**config.mk**
```make
export PLATFORM = sky130hd
export DESIGN_NAME = smc_ctrl
export DESIGN_NICKNAME = d
export VERILOG_FILES = /design/src/hdl/smc_pkg.sv /design/src/hdl/smc_ctrl.sv
export SDC_FILE = /design/constraint.sdc
export NUM_CORES = 1
export LEC_CHECK = 0
export BUFFER_PORTS_ARGS = -buffer_cell sky130_fd_sc_hd__buf_2
export CORE_MARGIN = 2
export CORE_UTILIZATION = 30
export DETAILED_ROUTE_END_ITERATION = 8
export REMOVE_ABC_BUFFERS = 1
export SYNTH_ARGS = -nofsm -noshare
export SYNTH_HDL_FRONTEND = slang
export SYNTH_SLANG_ARGS = --single-unit
```
**constraint.sdc**
```tcl
create_clock -name clk -period 1.9 [get_ports clk]
set_clock_uncertainty 0.1 [all_clocks]
set_input_delay 0.19 -clock clk [delete_from_list [all_inputs] [get_ports clk]]
set_output_delay 0.19 -clock clk [all_outputs]
set_load 0.02 [all_outputs]
```
**src/hdl/smc_pkg.sv**
```systemverilog
// Shared types, constants and arithmetic helpers for the sliding mode controller.
// Used by the interfaces, the controller, the datapath, the top level and the testbench; no dependencies.
`timescale 1ns / 1ps

package smc_pkg;

  localparam int unsigned DATA_W = 32;
  localparam int unsigned GAIN_W = 31;
  localparam int unsigned EXPO_W = 17;
  localparam int unsigned CFG_IDX_W = 3;
  localparam int unsigned CNT_W = 5;

  // Register indexes of the configuration port
  typedef enum logic [CFG_IDX_W-1:0] {
    CFG_SLOPE    = 3'd0,
    CFG_GAIN     = 3'd1,
    CFG_EPS      = 3'd2,
    CFG_EXPO     = 3'd3,
    CFG_MODE     = 3'd4,
    CFG_BOUNDARY = 3'd5,
    CFG_DMIN     = 3'd6,
    CFG_DMAX     = 3'd7
  } cfg_idx_t;

  // Reaching law codes
  typedef enum logic [1:0] {
    LAW_CONST  = 2'd0,
    LAW_EXP    = 2'd1,
    LAW_POWER  = 2'd2,
    LAW_CONST2 = 2'd3
  } law_t;

  // Datapath operations issued by the controller
  typedef enum logic [5:0] {
    OP_NONE, OP_LOAD, OP_ERR, OP_RATE, OP_SURF, OP_SVINIT, OP_DIV, OP_SVDIV,
    OP_PW_ONE, OP_PW_ZERO, OP_SQ_INIT, OP_SQ, OP_PW_SQ,
    OP_NORM_INIT, OP_NORM, OP_LG_INIT, OP_LG_M, OP_LG_U, OP_LY,
    OP_EX_INIT, OP_EX_M, OP_EX_U, OP_EX_F,
    OP_PSV, OP_T3, OP_KT3, OP_KSV, OP_T1, OP_EPS, OP_UR_EXP, OP_UR_CON,
    OP_CED, OP_U, OP_F1, OP_F1U, OP_FIN
  } dp_op_t;

  typedef struct packed {
    dp_op_t           op;
    logic [CNT_W-1:0] idx;
  } dp_cmd_t;

  typedef struct packed {
    logic big;
    logic [1:0] mode;
    logic alpha_zero;
    logic alpha_half;
    logic x_zero;
    logic norm_done;
    logic out_free;
  } dp_sts_t;

  localparam logic [GAIN_W-1:0] RST_SLOPE    = 31'd65536;
  localparam logic [GAIN_W-1:0] RST_GAIN     = 31'd65536;
  localparam logic [GAIN_W-1:0] RST_EPS      = 31'd32768;
  localparam logic [EXPO_W-1:0] RST_EXPO     = 17'd32768;
  localparam logic [EXPO_W-1:0] EXPO_ONE     = 17'd65536;
  localparam logic [EXPO_W-1:0] EXPO_HALF    = 17'd32768;
  localparam logic [1:0]        RST_MODE     = 2'd1;
  localparam logic [GAIN_W-1:0] RST_BOUNDARY = 31'd6554;
  localparam logic signed [DATA_W-1:0] RST_DMIN = -32'sd65536000;
  localparam logic signed [DATA_W-1:0] RST_DMAX = 32'sd65536000;

  localparam logic signed [32:0] FILT_NEW = 33'sd19661;
  localparam logic signed [32:0] FILT_OLD = 33'sd45875;
  localparam logic signed [32:0] Q30_ONE  = 33'sd1073741824;

  // Saturate a wide signed value to 32 bits
  function automatic logic signed [31:0] sat32(input logic signed [65:0] v);
    if (v > 66'sd2147483647) return 32'sh7FFF_FFFF;
    else if (v < -66'sd2147483648) return 32'sh8000_0000;
    else return v[31:0];
  endfunction

  function automatic logic signed [65:0] ext66(input logic signed [31:0] v);
    return {{34{v[31]}}, v};
  endfunction

  // Integer square root, used only at elaboration for the factor table
  function automatic logic [63:0] isqrt_const(input logic [63:0] v_in);
    logic [63:0] v;
    logic [63:0] r;
    logic [63:0] b;
    v = v_in;
    r = '0;
    b = 64'h4000_0000_0000_0000;
    for (int i = 0; i < 32; i++) begin
      if (v >= r + b) begin
        v = v - (r + b);
        r = (r >> 1) + b;
      end else begin
        r = r >> 1;
      end
      b = b >> 2;
    end
    return r;
  endfunction

  typedef logic [30:0] fact_tab_t [0:16];

  // 2^(2^-i) in Q1.30, each the truncated root of the one before
  function automatic fact_tab_t build_fact();
    fact_tab_t t;
    logic [63:0] r;
    r = 64'd2 << 30;
    t[0] = '0;
    for (int i = 1; i <= 16; i++) begin
      r = isqrt_const(r << 30);
      t[i] = r[30:0];
    end
    return t;
  endfunction

  localparam fact_tab_t EXP2_FACT = build_fact();

endpackage

```
**src/hdl/smc_ctrl.sv**
```systemverilog
// Sequencer of the sliding mode controller: at most one datapath operation a cycle.
// Depends on smc_pkg for command and status types.
`timescale 1ns / 1ps

module smc_ctrl import smc_pkg::*; (
  input  logic    clk,
  input  logic    rst_n,
  input  logic    in_valid,
  output logic    in_ready,
  input  dp_sts_t sts,
  output dp_cmd_t cmd
);

  typedef enum logic [5:0] {
    ST_IDLE, ST_ERR, ST_RATE, ST_WAIT, ST_SURF, ST_SVINIT, ST_DIV, ST_SVDIV,
    ST_BRANCH, ST_PSEL, ST_SQ, ST_PW_SQ, ST_NORM, ST_LG_M, ST_LG_U, ST_LY,
    ST_EX_INIT, ST_EX_M, ST_EX_U, ST_EX_F, ST_PSV, ST_T3, ST_KT3, ST_KSV,
    ST_T1, ST_EPS, ST_URE, ST_URC, ST_CED, ST_U, ST_F1, ST_F1U, ST_FIN
  } state_t;

  state_t           state_r, state_nxt;
  state_t           ret_r, ret_nxt;
  logic [CNT_W-1:0] cnt_r, cnt_nxt;

  // Next state and the operation of this cycle
  always_comb begin
    state_nxt = state_r;
    ret_nxt   = ret_r;
    cnt_nxt   = cnt_r;
    cmd.op    = OP_NONE;
    cmd.idx   = cnt_r;
    in_ready  = 1'b0;
    case (state_r)
      ST_IDLE: begin
        in_ready = 1'b1;
        if (in_valid) begin
          cmd.op = OP_LOAD;
          state_nxt = ST_ERR;
        end
      end
      ST_ERR: begin
        cmd.op = OP_ERR;
        state_nxt = ST_RATE;
      end
      ST_RATE: begin
        cmd.op = OP_RATE;
        state_nxt = ST_WAIT;
        ret_nxt = ST_SURF;
      end
      ST_WAIT: state_nxt = ret_r;
      ST_SURF: begin
        cmd.op = OP_SURF;
        state_nxt = ST_SVINIT;
      end
      ST_SVINIT: begin
        cmd.op = OP_SVINIT;
        cnt_nxt = '0;
        state_nxt = sts.big ? ST_BRANCH : ST_DIV;
      end
      ST_DIV: begin
        cmd.op = OP_DIV;
        cnt_nxt = cnt_r + 1'b1;
        if (cnt_r == 5'd16) state_nxt = ST_SVDIV;
      end
      ST_SVDIV: begin
        cmd.op = OP_SVDIV;
        state_nxt = ST_BRANCH;
      end
      ST_BRANCH: state_nxt = (sts.mode == LAW_POWER) ? ST_PSEL : ST_KSV;
      ST_PSEL: begin
        cnt_nxt = '0;
        if (sts.alpha_zero) begin
          cmd.op = OP_PW_ONE;
          state_nxt = ST_PSV;
        end else if (sts.x_zero) begin
          cmd.op = OP_PW_ZERO;
          state_nxt = ST_PSV;
        end else if (sts.alpha_half) begin
          cmd.op = OP_SQ_INIT;
          state_nxt = ST_SQ;
        end else begin
          cmd.op = OP_NORM_INIT;
          state_nxt = ST_NORM;
        end
      end
      ST_SQ: begin
        cmd.op = OP_SQ;
        cnt_nxt = cnt_r + 1'b1;
        if (cnt_r == 5'd31) state_nxt = ST_PW_SQ;
      end
      ST_PW_SQ: begin
        cmd.op = OP_PW_SQ;
        state_nxt = ST_PSV;
      end
      ST_NORM: begin
        if (sts.norm_done) begin
          cmd.op = OP_LG_INIT;
          cnt_nxt = '0;
          state_nxt = ST_LG_M;
        end else begin
          cmd.op = OP_NORM;
        end
      end
      ST_LG_M: begin
        cmd.op = OP_LG_M;
        state_nxt = ST_WAIT;
        ret_nxt = ST_LG_U;
      end
      ST_LG_U: begin
        cmd.op = OP_LG_U;
        cnt_nxt = cnt_r + 1'b1;
        state_nxt = (cnt_r == 5'd15) ? ST_LY : ST_LG_M;
      end
      ST_LY: begin
        cmd.op = OP_LY;
        state_nxt = ST_WAIT;
        ret_nxt = ST_EX_INIT;
      end
      ST_EX_INIT: begin
        cmd.op = OP_EX_INIT;
        cnt_nxt = 5'd1;
        state_nxt = ST_EX_M;
      end
      ST_EX_M: begin
        cmd.op = OP_EX_M;
        state_nxt = ST_WAIT;
        ret_nxt = ST_EX_U;
      end
      ST_EX_U: begin
        cmd.op = OP_EX_U;
        cnt_nxt = cnt_r + 1'b1;
        state_nxt = (cnt_r == 5'd16) ? ST_EX_F : ST_EX_M;
      end
      ST_EX_F: begin
        cmd.op = OP_EX_F;
        state_nxt = ST_PSV;
      end
      ST_PSV: begin
        cmd.op = OP_PSV;
        state_nxt = ST_WAIT;
        ret_nxt = ST_T3;
      end
      ST_T3: begin
        cmd.op = OP_T3;
        state_nxt = ST_KT3;
      end
      ST_KT3: begin
        cmd.op = OP_KT3;
        state_nxt = ST_WAIT;
        ret_nxt = ST_T1;
      end
      ST_KSV: begin
        cmd.op = OP_KSV;
        state_nxt = ST_WAIT;
        ret_nxt = ST_T1;
      end
      ST_T1: begin
        cmd.op = OP_T1;
        state_nxt = (sts.mode == LAW_EXP) ? ST_EPS : ST_URC;
      end
      ST_EPS: begin
        cmd.op = OP_EPS;
        state_nxt = ST_WAIT;
        ret_nxt = ST_URE;
      end
      ST_URE: begin
        cmd.op = OP_UR_EXP;
        state_nxt = ST_CED;
      end
      ST_URC: begin
        cmd.op = OP_UR_CON;
        state_nxt = ST_CED;
      end
      ST_CED: begin
        cmd.op = OP_CED;
        state_nxt = ST_WAIT;
        ret_nxt = ST_U;
      end
      ST_U: begin
        cmd.op = OP_U;
        state_nxt = ST_F1;
      end
      ST_F1: begin
        cmd.op = OP_F1;
        state_nxt = ST_WAIT;
        ret_nxt = ST_F1U;
      end
      ST_F1U: begin
        cmd.op = OP_F1U;
        state_nxt = ST_WAIT;
        ret_nxt = ST_FIN;
      end
      ST_FIN: begin
        if (sts.out_free) begin
          cmd.op = OP_FIN;
          state_nxt = ST_IDLE;
        end
      end
      default: state_nxt = ST_IDLE;
    endcase
  end

  // Hold state, return point and loop count
  always_ff @(posedge clk) begin
    if (!rst_n) begin
      state_r <= ST_IDLE;
      ret_r   <= ST_IDLE;
      cnt_r   <= '0;
    end else begin
      state_r <= state_nxt;
      ret_r   <= ret_nxt;
      cnt_r   <= cnt_nxt;
    end
  end

  a_fin_hold: assert property (@(posedge clk) disable iff (!rst_n)
    (state_r == ST_FIN && !sts.out_free) |=> state_r == ST_FIN)
    else $error("result dropped while output slot busy");
  a_div_len: assert property (@(posedge clk) disable iff (!rst_n)
    (state_r == ST_SVDIV) |-> $past(state_r) == ST_DIV && $past(cnt_r) == 5'd16)
    else $error("divider left early");
  a_wait_ret: assert property (@(posedge clk) disable iff (!rst_n)
    (state_r == ST_WAIT) |-> ret_r != ST_WAIT && ret_r != ST_IDLE)
    else $error("bad return state");

endmodule

```
; Word level (Yosys, flattened, before mapping)
; Index checks and enable logic that the tools add are counted.
[classes]
eq_ne = 42
reduce_logical = 11
mux = 25
n_addsub = 1
[ops]
columns = operator, count
row1 = case mux 6 bit (31 select lines), 1
row2 = case mux 6 bit (21 select lines), 1
row3 = "equality test 6 x 5 -> 1 bit, second input constant", 16
row4 = case mux 6 bit (10 select lines), 1
row5 = "equality test 6 x 4 -> 1 bit, second input constant", 8
row6 = 2-to-1 mux 6 bit, 6
row7 = "equality test 6 x 3 -> 1 bit, second input constant", 4
row8 = 2-to-1 mux 5 bit, 4
row9 = case mux 5 bit (4 select lines), 1
row10 = "equality test 6 x 2 -> 1 bit, second input constant", 2
row11 = 2-to-1 mux 3 bit, 4
row12 = OR reduction 11 bit, 1
row13 = "equality test 5 bit, second input constant", 2
row14 = "inequality test 2 bit, second input constant", 5
row15 = nonzero test 10 bit, 1
row16 = OR reduction 2 bit, 4
row17 = "equality test 6 x 1 -> 1 bit, second input constant", 1
row18 = "equality test 6 bit, second input constant", 1
row19 = zero test 6 bit, 1
row20 = 2-to-1 mux 2 bit, 3
row21 = "adder 5 x 1 -> 5 bit, second input constant", 1
row22 = "equality test 5 x 4 -> 1 bit, second input constant", 1
row23 = AND reduction 5 bit, 1
row24 = 2-to-1 mux 4 bit, 1
row25 = other kinds (6), 8
[word_totals]
in_bits = 11
ff_bits = 17

; Longest topological paths before layout
[depth]
word_depth = 4
ltp_mapped = 7
ltp_nobuf = 7

; Least setup slack after synthesis
; OpenSTA, ideal clock, no wires.
[synth_timing]
kind = register to output
from = register state_r[4]
to = output cmd[9] (netlist name)
setup_slack_ps = 66
path_buffers = 3
arrival_ps = 1544
stages_incl_launch_ff = 6
cell_sequence = dfxtp_1 buf_2 buf_4 buf_2 or3_1 a21oi_1
[synth_lines]
columns = item, line
row1 = "start, declared", smc_ctrl.sv:21  ; state_t state_r, state_nxt;
row2 = "start signal, assigned", smc_ctrl.sv:210  ; state_r <= state_nxt;
row3 = "end, declared", smc_ctrl.sv:11  ; output dp_cmd_t cmd

==> summary.txt <==
synthesized area per cell: 6.980 µm²
fin cells: 356
Peak Freq: 0.5124 GHz
Die Width: 77.95 µm
Pre-Repair DR Iteration Count: 5
layout net count: 302
Final GP Congestion: 0.9933
ant diodes: 0
final hold viol count: 0
CTS root buffer: clkbuf_8
RSZ-0062 raised after global routing: true
FFs w/ async S/R, synth: 0%
DP Worst Slack: 0.05889 ns
Hold Path Class: input pin to flip-flop
worst-margin pin slew: 0.4024 ns
DRC violations left: 0
Max FO, Critical Path: 5
final core occ: 45.41%
Critical Path Sink Type: primary output
share of cells above drive strength 1: 40.21%
commonest non-fill, non-tap cells in the layout: buf_4 (41), nor2_1 (25), a21oi_1 (18), nand2_1 (17), buf_2 (17)
Max-slew headroom: 72.97%
WHS: 0.1473 ns
Synth Instances: 235
antenna violations before repair: 0
CTS tree: built
vias in the first global route: 1731
Clk Latency, worst-skew pair: 0.25 ns
detailed placer's ending HPWL: 4105 µm
commonest non-fill, non-tap cell in the layout: buf_4
Synth cell types: 57
Tot GR Track Use: 17.65%
chip height: 77.95 µm
GRT overflow: 0
Tcrit/Tclk final: 102.7%
Sink Count: 17
Yosys Warn Count: 0
Max Slew Vio Count: 0
largest net degree at the start of global routing: 16
Maximum Capacitance Violations: 0
PortBufs: 22
post-synthesis register bit count: 17
Lkg Pwr: 0.9451 nW
post-synthesis cell area: 1640 µm²
Final WS setup: -0.05170 ns
Pwr Total: 1.598 mW
prevailing post-synth register cell: dfxtp_1
Setup Crit Path Kind: flip-flop to primary output
Cell Pwr Density: 676.3 nW/µm²
cell total after placement: 340
num rows: 26
core area: 5205 µm²
CTS buffer count: 3
WL per Instance: 16.26 µm
die area: 6075 µm²
Reg clk slew, reported paths: 0.07 ns
first-pass GRT wire length: 8687 µm
Starting Density: 31.51%
Vias per Instance: 5.691
Peak VDD IR: 0.4406 mV
post-route minimum period: 1.952 ns
clock buffer depth: 2
Antenna Violating Nets Remaining: 0
Critical Path AT: 1.66 ns
# IOs: 23
CP required: 1.61 ns
final setup fails: 2
Total Wirelength: 5789 µm
count of flip-flops with a built-in enable after synthesis: 0
violated checks: negative setup slack
Seq/Total Area, Yosys: 20.75%
status: complete, but fails checks
1st-iter DRT viols: 236
Vias: 2026
Setup crit start kind: flip-flop
area grow syn2layout: 44.09%
H-tree Lvls: 1
## power breakdown
part           switching [mW]  internal (mW)  leakage (nW)
Combinational           0.522          0.386         0.778
Sequential             0.0357          0.385         0.141
Clock                   0.125          0.145        0.0255
## stage by stage
step / TNS, ns / cell area, µm²
2_1_floorplan: -1.030 / 1535
3_3_place_gp: 0 / 1991
3_5_place_dp: 0 / 1991
4_1_cts: 0 / 2138
5_1_grt: -0.2958 / 2364
6_report: -0.05530 / 2364
## state kept, by name, indices dropped and copies added (netlist names)
register	flops
ret_r	6
state_r	6
cnt_r	5
## final cells by class
cell class              instances  area, µm²
repair buffers                 65      505.5
clock inverters                 1      5.005
clock buffers                   3      41.29
fillers                       529       2841
inverters                      13      48.80
multi-input cells             187       1318
well taps                      70      87.58
flip-flops and latches         17      357.8
## timing repair
action                                 in CTS  in global routing
setup endpoints to repair                   6                 16
endpoints found under the hold margin       0                  0
pin swaps                                   3                 19
setup buffers                               4                  8
resized for setup                          21                 39
hold buffers                                0                  0
## path summary, 6_finish.rpt
path | start | end | slack, ns | cells after the start
setup / recovery | state_r[4] | cmd[5] | -0.05 | 6
setup reg to reg | state_r[2] | state_r[2] | 0.06 | 7
hold / removal | rst_n | state_r[4] | 0.15 | 2
hold reg to reg | ret_r[5] | state_r[5] | 0.39 | 2
## layer usage
metal  global-route usage, %  wire length [µm]  vias up
met2                   30.00              2844      117
met1                   24.40              2444      945
met5                       0                 0        -
met4                   2.456                34        0
met3                   2.209               466        6
li1                        -                 -      958
## Yosys cell counts, types with 2 or more instances
master / count / area share (%)
a21oi_1: 24 / 7.3
a221oi_1: 2 / 1.1
a22o_1: 2 / 1.1
a22oi_1: 5 / 2.3
a31oi_1: 4 / 1.5
a32oi_1: 3 / 1.6
and3_1: 2 / 0.76
buf_2: 9 / 2.7
buf_4: 3 / 1.4
buf_6: 2 / 1.4
clkbuf_1: 4 / 0.92
dfxtp_1: 17 / 21
ha_1: 4 / 3.1
inv_1: 12 / 2.7
nand2_1: 19 / 4.3
nand2b_1: 4 / 1.5
nand3_1: 8 / 2.4
nand4_1: 4 / 1.5
nor2_1: 27 / 6.2
nor2b_1: 9 / 3.4
nor3_1: 4 / 1.2
nor3b_1: 2 / 0.92
nor4_1: 2 / 0.76
o2111ai_1: 2 / 1.1
o21ai_0: 13 / 4.0
o21ai_1: 8 / 2.4
o22ai_1: 4 / 1.5
o2bb2ai_1: 2 / 1.1
o31a_1: 2 / 1.1
o31ai_1: 2 / 0.92
or3_1: 3 / 1.1
xor2_1: 2 / 1.1
## critical path: stages (launching register included)
cell and delay, ns:
dfxtp_4 0.37, buf_8 0.13, or3_4 0.40, a21oi_4 0.17, a21oi_2 0.07, o2111ai_2 0.10, buf_4 0.17
## cells by family (layout without fill, tap and decap cells)
| kind of cell | Yosys count | in the layout | share of synthesized area (%) |
|---|---|---|---|
| fa+ha+maj | 5 | 5 | 3.738 |
| compound gates | 83 | 83 | 33.33 |
| simple gates | 97 | 97 | 31.73 |
| xor+xnor | 2 | 2 | 1.068 |
| flops | 17 | 17 | 20.75 |
| buf+inv | 31 | 82 | 9.381 |
Note: power is estimated with default switching activity, not from simulation.
